[config.mk]
export PLATFORM = sky130hd
export DESIGN_NAME = tone_code_run_deframer_top_flat
export DESIGN_NICKNAME = d
export VERILOG_FILES = /design/src/rtl/tcrd_pkg.sv /design/src/rtl/tcrd_frame_if.sv /design/src/rtl/tcrd_message_if.sv /design/src/rtl/tcrd_cfg_if.sv /design/src/rtl/tone_code_run_deframer_top.sv /design/src/flat_wrapper.sv
export VERILOG_INCLUDE_DIRS = /design/src /design/src/rtl
export SDC_FILE = /design/constraint.sdc
export NUM_CORES = 1
export LEC_CHECK = 0
export BUFFER_PORTS_ARGS = -buffer_cell sky130_fd_sc_hd__clkbuf_2
export CORE_MARGIN = 2
export CORE_UTILIZATION = 55
export CTS_CLUSTER_DIAMETER = 150
export DETAILED_ROUTE_END_ITERATION = 8
export GPL_ROUTABILITY_DRIVEN = 1
export PLACE_DENSITY = 0.78
export SLEW_MARGIN = 20
export SYNTH_ARGS = -nofsm -noshare
export SYNTH_HDL_FRONTEND = slang
export SYNTH_SLANG_ARGS = --single-unit
[constraint.sdc]
create_clock -name clk -period 37.9 [get_ports clk]
set_clock_uncertainty 0.15 [all_clocks]
set_input_delay 5.685 -clock clk [delete_from_list [all_inputs] [get_ports clk]]
set_output_delay 5.685 -clock clk [all_outputs]
set_load 0.02 [all_outputs]
[src/rtl/tone_code_run_deframer_top_defines.svh]
// Assertion macros for the tone code run deframer.
// Included by the top level; no other dependencies.
`ifndef TONE_CODE_RUN_DEFRAMER_TOP_DEFINES_SVH
`define TONE_CODE_RUN_DEFRAMER_TOP_DEFINES_SVH
`ifndef SYNTH
`define TCRD_ASSERT(lbl, prop) \
	lbl: assert property (@(posedge clk) disable iff (!arst_n) prop) \
		else $error("tcrd assertion failed");
`define TCRD_ASSERT_ALWAYS(lbl, prop) \
	lbl: assert property (@(posedge clk) prop) \
		else $error("tcrd invariant failed");
`else
`define TCRD_ASSERT(lbl, prop)
`define TCRD_ASSERT_ALWAYS(lbl, prop)
`endif
`endif

[src/rtl/tcrd_pkg.sv]
// Shared constants, types and codes for the tone code run deframer.
// No dependencies.
`default_nettype none
package tcrd_pkg;
	localparam int NUM_TONES  = 7;
	localparam int COUNT_BITS = 12;
	localparam int CODE_TONES = (NUM_TONES < 7) ? NUM_TONES : 7;
	localparam int TONE_IDX_W = (NUM_TONES > 1) ? $clog2(NUM_TONES) : 1;
	localparam int LIVE_W     = $clog2(NUM_TONES + 1);
	localparam int WINDOW     = 4;
	localparam int FILL_W     = 3;
	localparam int CODE_W     = 7;
	localparam int POS_W      = 32;
	localparam int TONES_W    = 3;
	localparam int GAP_CFG_W  = 24;
	localparam int CFG_IDX_W  = 2;

	localparam logic [COUNT_BITS-1:0] COUNT_MAX = {COUNT_BITS{1'b1}};

	localparam logic [TONES_W-1:0]   MAX_TONES_RESET  = 3'd2;
	localparam logic [CODE_W-1:0]    START_CODE_RESET = 7'd18;
	localparam logic [GAP_CFG_W-1:0] MAX_GAP_RESET    = 24'd40000;

	typedef enum logic [CFG_IDX_W-1:0] {
		CFG_MAX_TONES  = 2'd0,
		CFG_START_CODE = 2'd1,
		CFG_MAX_GAP    = 2'd2
	} cfg_reg_t;

	typedef enum logic [2:0] {
		ST_IDLE,
		ST_PRUNE,
		ST_SHIFT,
		ST_CHECK,
		ST_EMIT
	} state_t;

	typedef logic [COUNT_BITS-1:0] count_t;
endpackage
`default_nettype wire

[src/rtl/tcrd_frame_if.sv]
// Input channel carrying one frame code and its sample position per beat.
// Depends on tcrd_pkg.
`default_nettype none
interface tcrd_frame_if import tcrd_pkg::*; ();
	logic              valid;
	logic              ready;
	logic [CODE_W-1:0] frame_code;
	logic [POS_W-1:0]  frame_position;

	modport source (output valid, output frame_code, output frame_position, input ready);
	modport sink (input valid, input frame_code, input frame_position, output ready);
endinterface
`default_nettype wire

[src/rtl/tcrd_message_if.sv]
// Output channel carrying one decoded three-symbol message per beat.
// Depends on tcrd_pkg.
`default_nettype none
interface tcrd_message_if import tcrd_pkg::*; ();
	logic              valid;
	logic              ready;
	logic [CODE_W-1:0] first_symbol;
	logic [CODE_W-1:0] second_symbol;
	logic [CODE_W-1:0] third_symbol;
	logic [POS_W-1:0]  start_position;

	modport source (output valid, output first_symbol, output second_symbol,
		output third_symbol, output start_position, input ready);
	modport sink (input valid, input first_symbol, input second_symbol,
		input third_symbol, input start_position, output ready);
endinterface
`default_nettype wire

[src/rtl/tcrd_cfg_if.sv]
// Configuration write channel: register index and write data per beat.
// Depends on tcrd_pkg.
`default_nettype none
interface tcrd_cfg_if import tcrd_pkg::*; ();
	logic                 valid;
	logic                 ready;
	logic [CFG_IDX_W-1:0] index;
	logic [GAP_CFG_W-1:0] data;

	modport source (output valid, output index, output data, input ready);
	modport sink (input valid, input index, input data, output ready);
endinterface
`default_nettype wire

[src/rtl/tone_code_run_deframer_top.sv]
// Top level of the tone code run deframer: run counting, threshold pruning,
// symbol window and message match. Depends on tcrd_pkg and the channel interfaces.
// A nonzero code, or a zero code outside a run, is handled in the idle state; a closing
// zero code runs P = 1 to 8 pruning passes over one shared compare, then the window
// shift and gap checks, plus any wait for a busy output register.
// arst_n clears control state, counts and configuration; the window needs no reset.
`default_nettype none
`include "tone_code_run_deframer_top_defines.svh"
module tone_code_run_deframer_top import tcrd_pkg::*; (
	input  wire           clk,
	input  wire           arst_n,
	tcrd_frame_if.sink    frame,
	tcrd_message_if.source message,
	tcrd_cfg_if.sink      cfg
);
	state_t state_q, state_d;

	logic [TONES_W-1:0]   max_tones_q;
	logic [CODE_W-1:0]    start_code_q;
	logic [GAP_CFG_W-1:0] max_gap_q;

	logic                 in_run_q;
	logic [POS_W-1:0]     run_start_q;
	count_t               count_q [NUM_TONES];
	logic [CODE_W-1:0]    sym_q [WINDOW];
	logic [POS_W-1:0]     pos_q [WINDOW];
	logic [POS_W-1:0]     gap_q [WINDOW-1];
	logic [FILL_W-1:0]    fill_q;

	logic [TONE_IDX_W-1:0] idx_q;
	count_t               thd_q;
	count_t               min_q;
	logic [LIVE_W-1:0]    live_q;
	logic [1:0]           chk_q;

	logic                 out_valid_q;
	logic [CODE_W-1:0]    out_first_q, out_second_q, out_third_q;
	logic [POS_W-1:0]     out_pos_q;

	logic                 frame_take, code_nz;
	count_t               cnt_cur, min_next;
	logic                 keep;
	logic [LIVE_W-1:0]    live_next;
	logic                 pass_last, pass_done;
	logic [CODE_W-1:0]    sym_new;
	logic [POS_W-1:0]     gap_new, gap_sel;
	logic                 window_ok, gap_bad, out_free;
	logic                 counts_zero;

	assign frame_take = frame.valid && frame.ready;
	assign code_nz    = frame.frame_code != '0;

	assign cnt_cur   = count_q[idx_q];
	assign keep      = cnt_cur > thd_q;
	assign live_next = live_q + LIVE_W'(keep);
	assign min_next  = (keep && (cnt_cur < min_q)) ? cnt_cur : min_q;
	assign pass_last = idx_q == TONE_IDX_W'(NUM_TONES - 1);
	assign pass_done = 32'(live_next) <= 32'(max_tones_q);

	always_comb begin
		sym_new = '0;
		counts_zero = 1'b1;
		for (int b = 0; b < NUM_TONES; b++) begin
			if (count_q[b] != '0) counts_zero = 1'b0;
		end
		for (int b = 0; b < CODE_TONES; b++) begin
			sym_new[b] = count_q[b] != '0;
		end
	end

	assign gap_new = (run_start_q >= pos_q[WINDOW-1]) ? run_start_q - pos_q[WINDOW-1]
		: pos_q[WINDOW-1] - run_start_q;

	always_comb begin
		case (chk_q)
			2'd0: gap_sel = gap_q[0];
			2'd1: gap_sel = gap_q[1];
			default: gap_sel = gap_q[2];
		endcase
	end

	assign window_ok = (fill_q == FILL_W'(WINDOW)) && (sym_q[0] == start_code_q);
	assign gap_bad   = gap_sel > POS_W'(max_gap_q);
	assign out_free  = !out_valid_q || message.ready;

	always_comb begin
		state_d = state_q;
		case (state_q)
			ST_IDLE: begin
				if (frame_take && !code_nz && in_run_q) state_d = ST_PRUNE;
			end
			ST_PRUNE: begin
				if (pass_last && pass_done) state_d = ST_SHIFT;
			end
			ST_SHIFT: state_d = ST_CHECK;
			ST_CHECK: begin
				if (!window_ok || gap_bad) state_d = ST_IDLE;
				else if (chk_q == 2'd2) state_d = ST_EMIT;
			end
			ST_EMIT: begin
				if (out_free) state_d = ST_IDLE;
			end
			default: state_d = ST_IDLE;
		endcase
	end

	always_comb begin
		frame.ready          = state_q == ST_IDLE;
		cfg.ready            = 1'b1;
		message.valid        = out_valid_q;
		message.first_symbol  = out_first_q;
		message.second_symbol = out_second_q;
		message.third_symbol  = out_third_q;
		message.start_position = out_pos_q;
	end

	always_ff @(posedge clk or negedge arst_n) begin
		if (!arst_n) begin
			state_q      <= ST_IDLE;
			max_tones_q  <= MAX_TONES_RESET;
			start_code_q <= START_CODE_RESET;
			max_gap_q    <= MAX_GAP_RESET;
			in_run_q     <= 1'b0;
			run_start_q  <= '0;
			fill_q       <= '0;
			idx_q        <= '0;
			thd_q        <= '0;
			min_q        <= COUNT_MAX;
			live_q       <= '0;
			chk_q        <= '0;
			out_valid_q  <= 1'b0;
			for (int b = 0; b < NUM_TONES; b++) count_q[b] <= '0;
		end else begin
			state_q <= state_d;

			if (cfg.valid && cfg.ready) begin
				case (cfg.index)
					CFG_MAX_TONES:  max_tones_q  <= cfg.data[TONES_W-1:0];
					CFG_START_CODE: start_code_q <= cfg.data[CODE_W-1:0];
					CFG_MAX_GAP:    max_gap_q    <= cfg.data;
					default: ;
				endcase
			end

			if (state_q == ST_EMIT && out_free) out_valid_q <= 1'b1;
			else if (out_valid_q && message.ready) out_valid_q <= 1'b0;

			case (state_q)
				ST_IDLE: begin
					idx_q  <= '0;
					thd_q  <= '0;
					live_q <= '0;
					min_q  <= COUNT_MAX;
					if (frame_take && code_nz) begin
						in_run_q <= 1'b1;
						if (!in_run_q) run_start_q <= frame.frame_position;
						for (int b = 0; b < NUM_TONES; b++) begin
							if (b < CODE_TONES && frame.frame_code[b % CODE_W]) begin
								if (!in_run_q) count_q[b] <= count_t'(1);
								else if (count_q[b] != COUNT_MAX)
									count_q[b] <= count_q[b] + count_t'(1);
							end else if (!in_run_q) begin
								count_q[b] <= '0;
							end
						end
					end else if (frame_take && in_run_q) begin
						in_run_q <= 1'b0;
					end
				end
				ST_PRUNE: begin
					if (!keep) count_q[idx_q] <= '0;
					if (pass_last) begin
						idx_q  <= '0;
						live_q <= '0;
						min_q  <= COUNT_MAX;
						if (!pass_done) thd_q <= min_next;
					end else begin
						idx_q  <= idx_q + TONE_IDX_W'(1);
						live_q <= live_next;
						min_q  <= min_next;
					end
				end
				ST_SHIFT: begin
					for (int b = 0; b < NUM_TONES; b++) count_q[b] <= '0;
					if (fill_q != FILL_W'(WINDOW)) fill_q <= fill_q + FILL_W'(1);
					chk_q <= '0;
				end
				ST_CHECK: begin
					chk_q <= chk_q + 2'd1;
				end
				default: ;
			endcase
		end
	end

	always_ff @(posedge clk) begin
		if (state_q == ST_SHIFT) begin
			for (int i = 0; i < WINDOW - 1; i++) begin
				sym_q[i] <= sym_q[i+1];
				pos_q[i] <= pos_q[i+1];
			end
			sym_q[WINDOW-1] <= sym_new;
			pos_q[WINDOW-1] <= run_start_q;
			for (int i = 0; i < WINDOW - 2; i++) gap_q[i] <= gap_q[i+1];
			gap_q[WINDOW-2] <= gap_new;
		end
		if (state_q == ST_EMIT && out_free) begin
			out_first_q  <= sym_q[1];
			out_second_q <= sym_q[2];
			out_third_q  <= sym_q[3];
			out_pos_q    <= pos_q[0];
		end
	end

	`TCRD_ASSERT_ALWAYS(a_fill_bound, (fill_q <= FILL_W'(WINDOW)))
	`TCRD_ASSERT_ALWAYS(a_live_bound, (live_q <= LIVE_W'(NUM_TONES)))
	`TCRD_ASSERT(a_counts_cleared, (state_q == ST_SHIFT) |=> counts_zero)
	`TCRD_ASSERT(a_emit_source, $rose(out_valid_q) |-> $past(state_q == ST_EMIT))
	`TCRD_ASSERT(a_thd_rises, (state_q == ST_PRUNE && idx_q == '0 && $past(state_q == ST_PRUNE)) |-> (thd_q > $past(thd_q)))
endmodule
`default_nettype wire

[src/flat_wrapper.sv]
// flat-port wrapper written by rule: the top's interface ports become plain ports
module tone_code_run_deframer_top_flat import tcrd_pkg::*;
  (clk, arst_n, frame_valid, frame_frame_code, frame_frame_position, frame_ready, message_valid, message_first_symbol, message_second_symbol, message_third_symbol, message_start_position, message_ready, cfg_valid, cfg_index, cfg_data, cfg_ready);
  tcrd_frame_if frame_i ();
  tcrd_message_if message_i ();
  tcrd_cfg_if cfg_i ();
  input  wire clk;
  input  wire arst_n;
  input wire logic [$bits(frame_i.valid)-1:0] frame_valid;
  input wire logic [$bits(frame_i.frame_code)-1:0] frame_frame_code;
  input wire logic [$bits(frame_i.frame_position)-1:0] frame_frame_position;
  output wire logic [$bits(frame_i.ready)-1:0] frame_ready;
  output wire logic [$bits(message_i.valid)-1:0] message_valid;
  output wire logic [$bits(message_i.first_symbol)-1:0] message_first_symbol;
  output wire logic [$bits(message_i.second_symbol)-1:0] message_second_symbol;
  output wire logic [$bits(message_i.third_symbol)-1:0] message_third_symbol;
  output wire logic [$bits(message_i.start_position)-1:0] message_start_position;
  input wire logic [$bits(message_i.ready)-1:0] message_ready;
  input wire logic [$bits(cfg_i.valid)-1:0] cfg_valid;
  input wire logic [$bits(cfg_i.index)-1:0] cfg_index;
  input wire logic [$bits(cfg_i.data)-1:0] cfg_data;
  output wire logic [$bits(cfg_i.ready)-1:0] cfg_ready;
  assign frame_i.valid = frame_valid;
  assign frame_i.frame_code = frame_frame_code;
  assign frame_i.frame_position = frame_frame_position;
  assign frame_ready = frame_i.ready;
  assign message_valid = message_i.valid;
  assign message_first_symbol = message_i.first_symbol;
  assign message_second_symbol = message_i.second_symbol;
  assign message_third_symbol = message_i.third_symbol;
  assign message_start_position = message_i.start_position;
  assign message_i.ready = message_ready;
  assign cfg_i.valid = cfg_valid;
  assign cfg_i.index = cfg_index;
  assign cfg_i.data = cfg_data;
  assign cfg_ready = cfg_i.ready;
  tone_code_run_deframer_top u_core (.clk(clk), .arst_n(arst_n), .frame(frame_i), .message(message_i), .cfg(cfg_i));
endmodule
After elaboration in Yosys (flattened, before gate mapping)
Memories as Yosys holds them, arrays and structs flattened. A register that Yosys moved wholly into a read port is not among the register bits.
Cells that the tools add are included.
{ "totals": {"in_bits": 70, "n_memories": 3, "ff_bits": 211, "output_inout_bits": 56, "wordCells": 193, "mem_bits_rw": 252} }
{ "mem_list": {"columns": ["memory", "words", "width", "rd", "rd_ports_with_merged_regs", "wr", "line_no", "source"], "rows": [
  ["u_core.pos_q", 4, 32, 4, 1, 4, "tone_code_run_deframer_top.sv:26", "logic [POS_W-1:0] pos_q [WINDOW];"],
  ["u_core.gap_q", 3, 32, 3, 0, 3, "tone_code_run_deframer_top.sv:27", "logic [POS_W-1:0] gap_q [WINDOW-1];"],
  ["u_core.sym_q", 4, 7, 4, 0, 4, "tone_code_run_deframer_top.sv:25", "logic [CODE_W-1:0] sym_q [WINDOW];"]
]} }
{ "op_classes": {"n_bitwise": 4, "muxes": 55, "n_eq_ne": 41, "add_sub_neg": 13, "n_lt_le_gt_ge": 7, "reduce_logical": 47} }
{ "op_table": {"columns": ["operator", "count"], "rows": [
  ["2-to-1 mux 12 bit", 29],
  ["one-hot mux 84 bit (3 select lines)", 1],
  ["2-to-1 mux 84 bit", 2],
  ["adder 12 x 1 -> 12 bit, second input constant", 7],
  ["AND 84 bit", 1],
  ["!= test 12 bit, second input constant", 7],
  ["NOT 84 bit", 1],
  ["nonzero test 12 bit", 7],
  ["one-hot mux 32 bit (2 select lines)", 1],
  ["subtractor 32 bit", 2],
  ["one-hot mux 12 bit (2 select lines)", 2],
  ["!= test 3 bit, second input constant", 15],
  ["binary-select mux 12 bit (select 3 bit)", 1],
  ["demux 12 bit (select 3 bit)", 1],
  ["AND reduction 5 bit", 7],
  [">= comparator 32 bit", 1],
  ["greater-than comparator 32 x 24 -> 1 bit", 1],
  ["2-to-1 mux 32 bit", 1],
  ["2-to-1 mux 3 bit", 7],
  ["one-hot mux 3 bit (5 select lines)", 1],
  ["greater-than comparator 12 bit", 1],
  ["< comparator 12 bit", 1],
  ["one-hot mux 3 bit (2 select lines)", 2],
  ["logical AND 1 bit", 11],
  ["29 further kinds", 57]
]} }

Logic depth before layout (Yosys ltp)
{ "depth": {"ltp_word": 10, "mapped_depth": 27} }

Worst setup path before layout
Ideal clock, no wire load.
{ "synth_path": {"path_kind": "flip-flop to flip-flop", "start": "reg u_core.state_q[2]", "end": "reg u_core.fill_q[1]", "slack_ns": 24.729, "synth_period_minus_slack_ns": 13.171, "arrival_ns": 12.886, "n_path_buf": 1, "path_stages_with_launch": 7, "required_ns": 37.616, "cell_sequence": "dfrtp_1 clkbuf_1 inv_1 nand2_1 nor2_1 nand2_1 mux2_2"} }
{ "synth_via": {"elab_chain_cells": 2} }
{ "synth_lines": {"columns": ["item", "line_no", "source"], "rows": [
  ["start, declared", "tone_code_run_deframer_top.sv:16", "state_t state_q, state_d;"],
  ["start signal, assigned", "tone_code_run_deframer_top.sv:134", "state_q <= state_d;"],
  ["== test 3 x 2 -> 1 bit", "tone_code_run_deframer_top.sv:148", "case (state_q)"],
  ["AND reduction 2 bit (no line)", null, null],
  ["end signal, assigned", "tone_code_run_deframer_top.sv:185", "if (fill_q != FILL_W'(WINDOW)) fill_q <= fill_q + FILL_W'(1);"],
  ["end, declared", "tone_code_run_deframer_top.sv:28", "logic [FILL_W-1:0] fill_q;"]
]} }
Every way passes these cells.
A chain may end at the register's enable or synchronous reset.

Final worst setup path
{ "layout_path": {"start": "in frame_frame_code[2]", "end": "reg u_core.count_q[33] in the netlist's numbering"} }
{ "layout_via": {"elab_chain_cells": 4} }
{ "layout_lines": {"columns": ["item", "line_no", "source"], "rows": [
  ["start, declared", "flat_wrapper.sv:10", "input wire logic [$bits(frame_i.frame_code)-1:0] frame_frame_code;"],
  ["nonzero test 7 bit", "tone_code_run_deframer_top.sv:51", "assign code_nz = frame.frame_code != '0;"],
  ["logical AND 1 bit", "tone_code_run_deframer_top.sv:154", "if (frame_take && code_nz) begin"],
  ["!= test 2 bit (no line)", null, null],
  ["AND reduction 5 bit (no line)", null, null],
  ["end signal, assigned by index", "tone_code_run_deframer_top.sv:159", "if (!in_run_q) count_q[b] <= count_t'(1);"],
  ["end signal, assigned by index", "tone_code_run_deframer_top.sv:161", "count_q[b] <= count_q[b] + count_t'(1);"],
  ["end, declared", "tone_code_run_deframer_top.sv:24", "count_t count_q [NUM_TONES];"]
]} }
Every way passes these cells.

==> impl_metrics.csv <==
group,metric,value,unit
synth,syn_avg_cell_area,11.3,um2
timing,fmax,0.127,GHz
drt,post_detailed_route_count_of_antenna_violating_nets,0,
floorplanning,fp.coreArea,43900,um2
power_and_ir_drop,power_leakage,11.3,nW
synth,post_synth_and_or_nand_nor_area_fraction,11.4,%
clock_network,holdBufCountCts,0,
hold_path,timing.hold.worst.class,"flip-flop to flip-flop",
timing,slew_headroom,28.0,%
clock_network,cts.repair_timing.setup_buffer_count,0,
grt,grt_max_degree,93,
synth,netlist_top_cells_count,"sky130_fd_sc_hd__edfxtp_1 (305), sky130_fd_sc_hd__nand2_1 (213), sky130_fd_sc_hd__o21ai_0 (190), sky130_fd_sc_hd__dfrtp_1 (170), sky130_fd_sc_hd__inv_1 (152)",
synth,postSynthRegisterBits,495,
clock_network,clkLatencyLatePin,0.59,ns
clock_network,clkTransAtPathRegs,0.06,ns
drt,met1_length,25.0,mm
clock_network,ctsRootBufferMaster,"sky130_fd_sc_hd__clkbuf_16",
clock_network,cts_buffers,51,
synth,syn-instance-count,2149,
grt,first_global_vias,17030,
final_layout,fillerInstances,3444,
critical_path,register_to_register_setup_slack,31.63,ns
timing,tightest_pin_transition,1.08,ns
critical_path,worst-endpoint-arrival,8.19,ns
placed_design,place.gp.congestion,0.947,
drt,routed-via-count,17457,
timing,timing_max_transition_violations_final,0,
final_layout,stdcell_count,2880,
synth,synth.top_cell.area_share,37.7,%
clock_network,cts_repair_resize_count,0,
synth,synthDistinctLibCells,74,
grt,combined_global_route_utilization_of_all_metal_layers,24.6,%
synth,async_flop_share,38.4,%
floorplanning,chipHeight,214,um
timing,fin_tns_setup,0,ns
synth,synth.net_count,2355,
synth,syn-cell-area,24300,um2
final_layout,multiInputGateArea,9430,um2
critical_path,reg2regPathDepth,13,
synth,synthMuxAreaShare,4.41,%
clock_network,numClockSinks,495,
synth,synth_most_common_cell,"sky130_fd_sc_hd__edfxtp_1",
synth,yosysWarningCount,0,
timing,rsz0062_at_grt,"false",
drt,routed_wl,56.5,mm
placed_design,placement.setup.worst_slack,29.49,ns
floorplanning,fp-row-count,77,
floorplanning,start_util,55.4,%
grt,grt_first_pass_wirelength,91.2,mm
synth,ys_seq_area_share,57.3,%
final_layout,final_net_count,2453,
grt,grt_antenna_before_repair,0,
drt,highest-signal-layer,"met4",
drt,via_per_inst,6.06,
placed_design,detailed_place_hpwl,39.3,mm
clock_network,cts_max_path_buffers,3,
final_layout,post_route_cells_drive_above_1_share,13.1,%
power_and_ir_drop,peakVddDrop,0.0000462,V
final_layout,synthToLayoutAreaGrowth,11.3,%
critical_path,cp_data_required_time,38.20,ns
placed_design,placed_area,25400,um2
synth,yosysTopAreaCell,"sky130_fd_sc_hd__edfxtp_1",
critical_path,timing.rr.end,"u_core.count_q[33]",
timing,setup_viol_count_final,0,
synth,post_synth_edffs,305,
critical_path,cp-start-kind,"primary input",
drt,drt_pre_antenna_iters,6,
timing,final_critical_path_setup_slack,30.01,ns
final_layout,insertedDiodeCount,0,
critical_path,timing.setup.critical_path_class,"primary input to flip-flop",
synth,synth_flop_cell,"sky130_fd_sc_hd__edfxtp_1",
grt,globalRouteOverflowTotal,0,
drt,detail_route.wl_per_cell,19.6,um
timing,finalHoldViolations,0,
drt,route.detailed.drc,0,
outcome,status,"finished, final reports clean",
drt,met2_length,25.9,mm
floorplanning,io-pin-count,126,
run,timing.max_cap.violations,0,
critical_path,worst_r2r_startpoint,"u_core.idx_q[1]",
final_layout,sequential_cell_area,13900,um2
synth,synth-xor-area-share,1.76,%
timing,final.min_clock_period,7.89,ns
floorplanning,die-width,214,um
final_layout,final_cell_area,27100,um2
clock_network,cts.htree.levels,2,
drt,route.met3.wl,3.95,mm
synth,post_synthesis_compound_gate_area_fraction,14.0,%
synth,ys_top_cells_by_area,"sky130_fd_sc_hd__edfxtp_1 (38%), sky130_fd_sc_hd__dfrtp_1 (17%), sky130_fd_sc_hd__ha_1 (6.9%)",
power_and_ir_drop,power_per_cell_area,80.7,nW/um2
placed_design,port_buffers,124,
clock_network,tritoncts,"yes",
drt,detailedRoute.firstIterationViolations,1779,
synth,main_combinational_cell_family_by_area_after_synthesis,"compound AO/OA/AOI/OAI gates",
placed_design,placed_cells,2786,
critical_path,crit_path_end,"u_core.count_q[33]",
critical_path,crit_path_end_kind,"flip-flop",
synth,yosys.area_share.adder,7.06,%
timing,period_share,20.8,%
critical_path,maximum_fanout_along_the_worst_path,13,
floorplanning,design.die.area,45900,um2
critical_path,worst_setup_path_startpoint,"frame_frame_code[2]",
## where the power goes
group          switching [mW]  internal (mW)  total [mW]
sequential             0.0698          0.727       0.796
combinational           0.580          0.317       0.897
clock                   0.205          0.286       0.491
total                   0.855           1.33        2.18
## critical path, stage by stage
cell and delay [ns]:
sky130_fd_sc_hd__clkbuf_2 0.13, sky130_fd_sc_hd__nor3_1 0.07, sky130_fd_sc_hd__nand2_1 0.11, sky130_fd_sc_hd__a21oi_1 0.08, sky130_fd_sc_hd__o22ai_1 0.83, sky130_fd_sc_hd__and3_1 0.50
sky130_fd_sc_hd__nand2_1 0.34, sky130_fd_sc_hd__a221o_1 0.44
## layout make-up
type | instances | area share [%]
clock inverter | 30 | 1.09
multi-input combinational | 1406 | 34.8
clock buffer | 64 | 4.97
timing repair buffer | 140 | 2.77
tap | 592 | 2.74
sequential | 495 | 51.5
inverter | 153 | 2.12
## how the worst min path moves through the flow
stage	from	endpoint	slack, ns	depth (start not counted)
final	u_core.pos_q[0][21]	u_core.message.start_position[21]	0.26	0
after global routing	u_core.pos_q[0][12]	u_core.message.start_position[12]	0.27	0
after CTS	u_core.pos_q[0][21]	u_core.message.start_position[21]	0.26	0
after detailed placement	u_core.pos_q[1][8]	u_core.pos_q[0][8]	0.25	0
after global placement	u_core.pos_q[0][12]	u_core.message.start_position[12]	0.25	0
after floorplan	u_core.pos_q[0][0]	u_core.message.start_position[0]	0.25	0
## registers in the layout, indices dropped and copies added, names as in the netlist, 24 cells and up
name / cells
u_core.count_q: 84
u_core.run_start_q: 32
u_core.sym_q: 28
u_core.message.start_position: 32
u_core.gap_q: 96
u_core.pos_q: 128
u_core.max_gap_q: 24
## per-layer routing
layer,GRT usage [%],up-vias
li1,-,8049
met1,35.0,8595
met2,38.3,700
met3,4.40,113
met4,8.50,0
met5,0,-
## placed cells by master (no fill, tap or decap), drive strengths merged, types with 6 or more instances in the layout
cell type and n:
o22ai 7, a31oi 16, nor4 20, mux2i 46, nor4b 9, clkinv 21, dfrtp 170, ha 134
a21oi 125, nor3 27, a221o 8, mux4 6, clkbuf 187, xor2 26, nand4 31, o21ai 191
mux2 42, nand2b 20, nor2 106, and3 47, buf 17, o2bb2ai 18, nor2b 15, o21a 6
edfxtp 305, nand3 70, inv 153, and2 6, a22oi 29, o31ai 14, nand2 213, a21o 55
dfstp 20, a211oi 6, xnor2 23, a22o 9, o21bai 12, nand3b 6, o211ai 6
## cells by family after synthesis
| kind of cell | Yosys count |
|---|---|
| AOI/OAI and AO/OA | 544 |
| xor gates and xnor gates | 49 |
| adders and majority gates | 136 |
| buffers and inverters | 248 |
| DFF | 495 |
| muxes | 94 |
| other | 1 |
| and+or+nand+nor | 582 |
## per-stage QoR
stage	util [%]	hold slack, ns	total power [mW]
after floorplan	-	0.250	1.47
after global placement	57.9	0.251	1.64
after detailed placement	57.9	0.255	1.68
after CTS	61.6	0.262	2.18
after global routing	61.6	0.271	2.32
final	61.6	0.260	2.18
(Power assumes the default switching activity.)
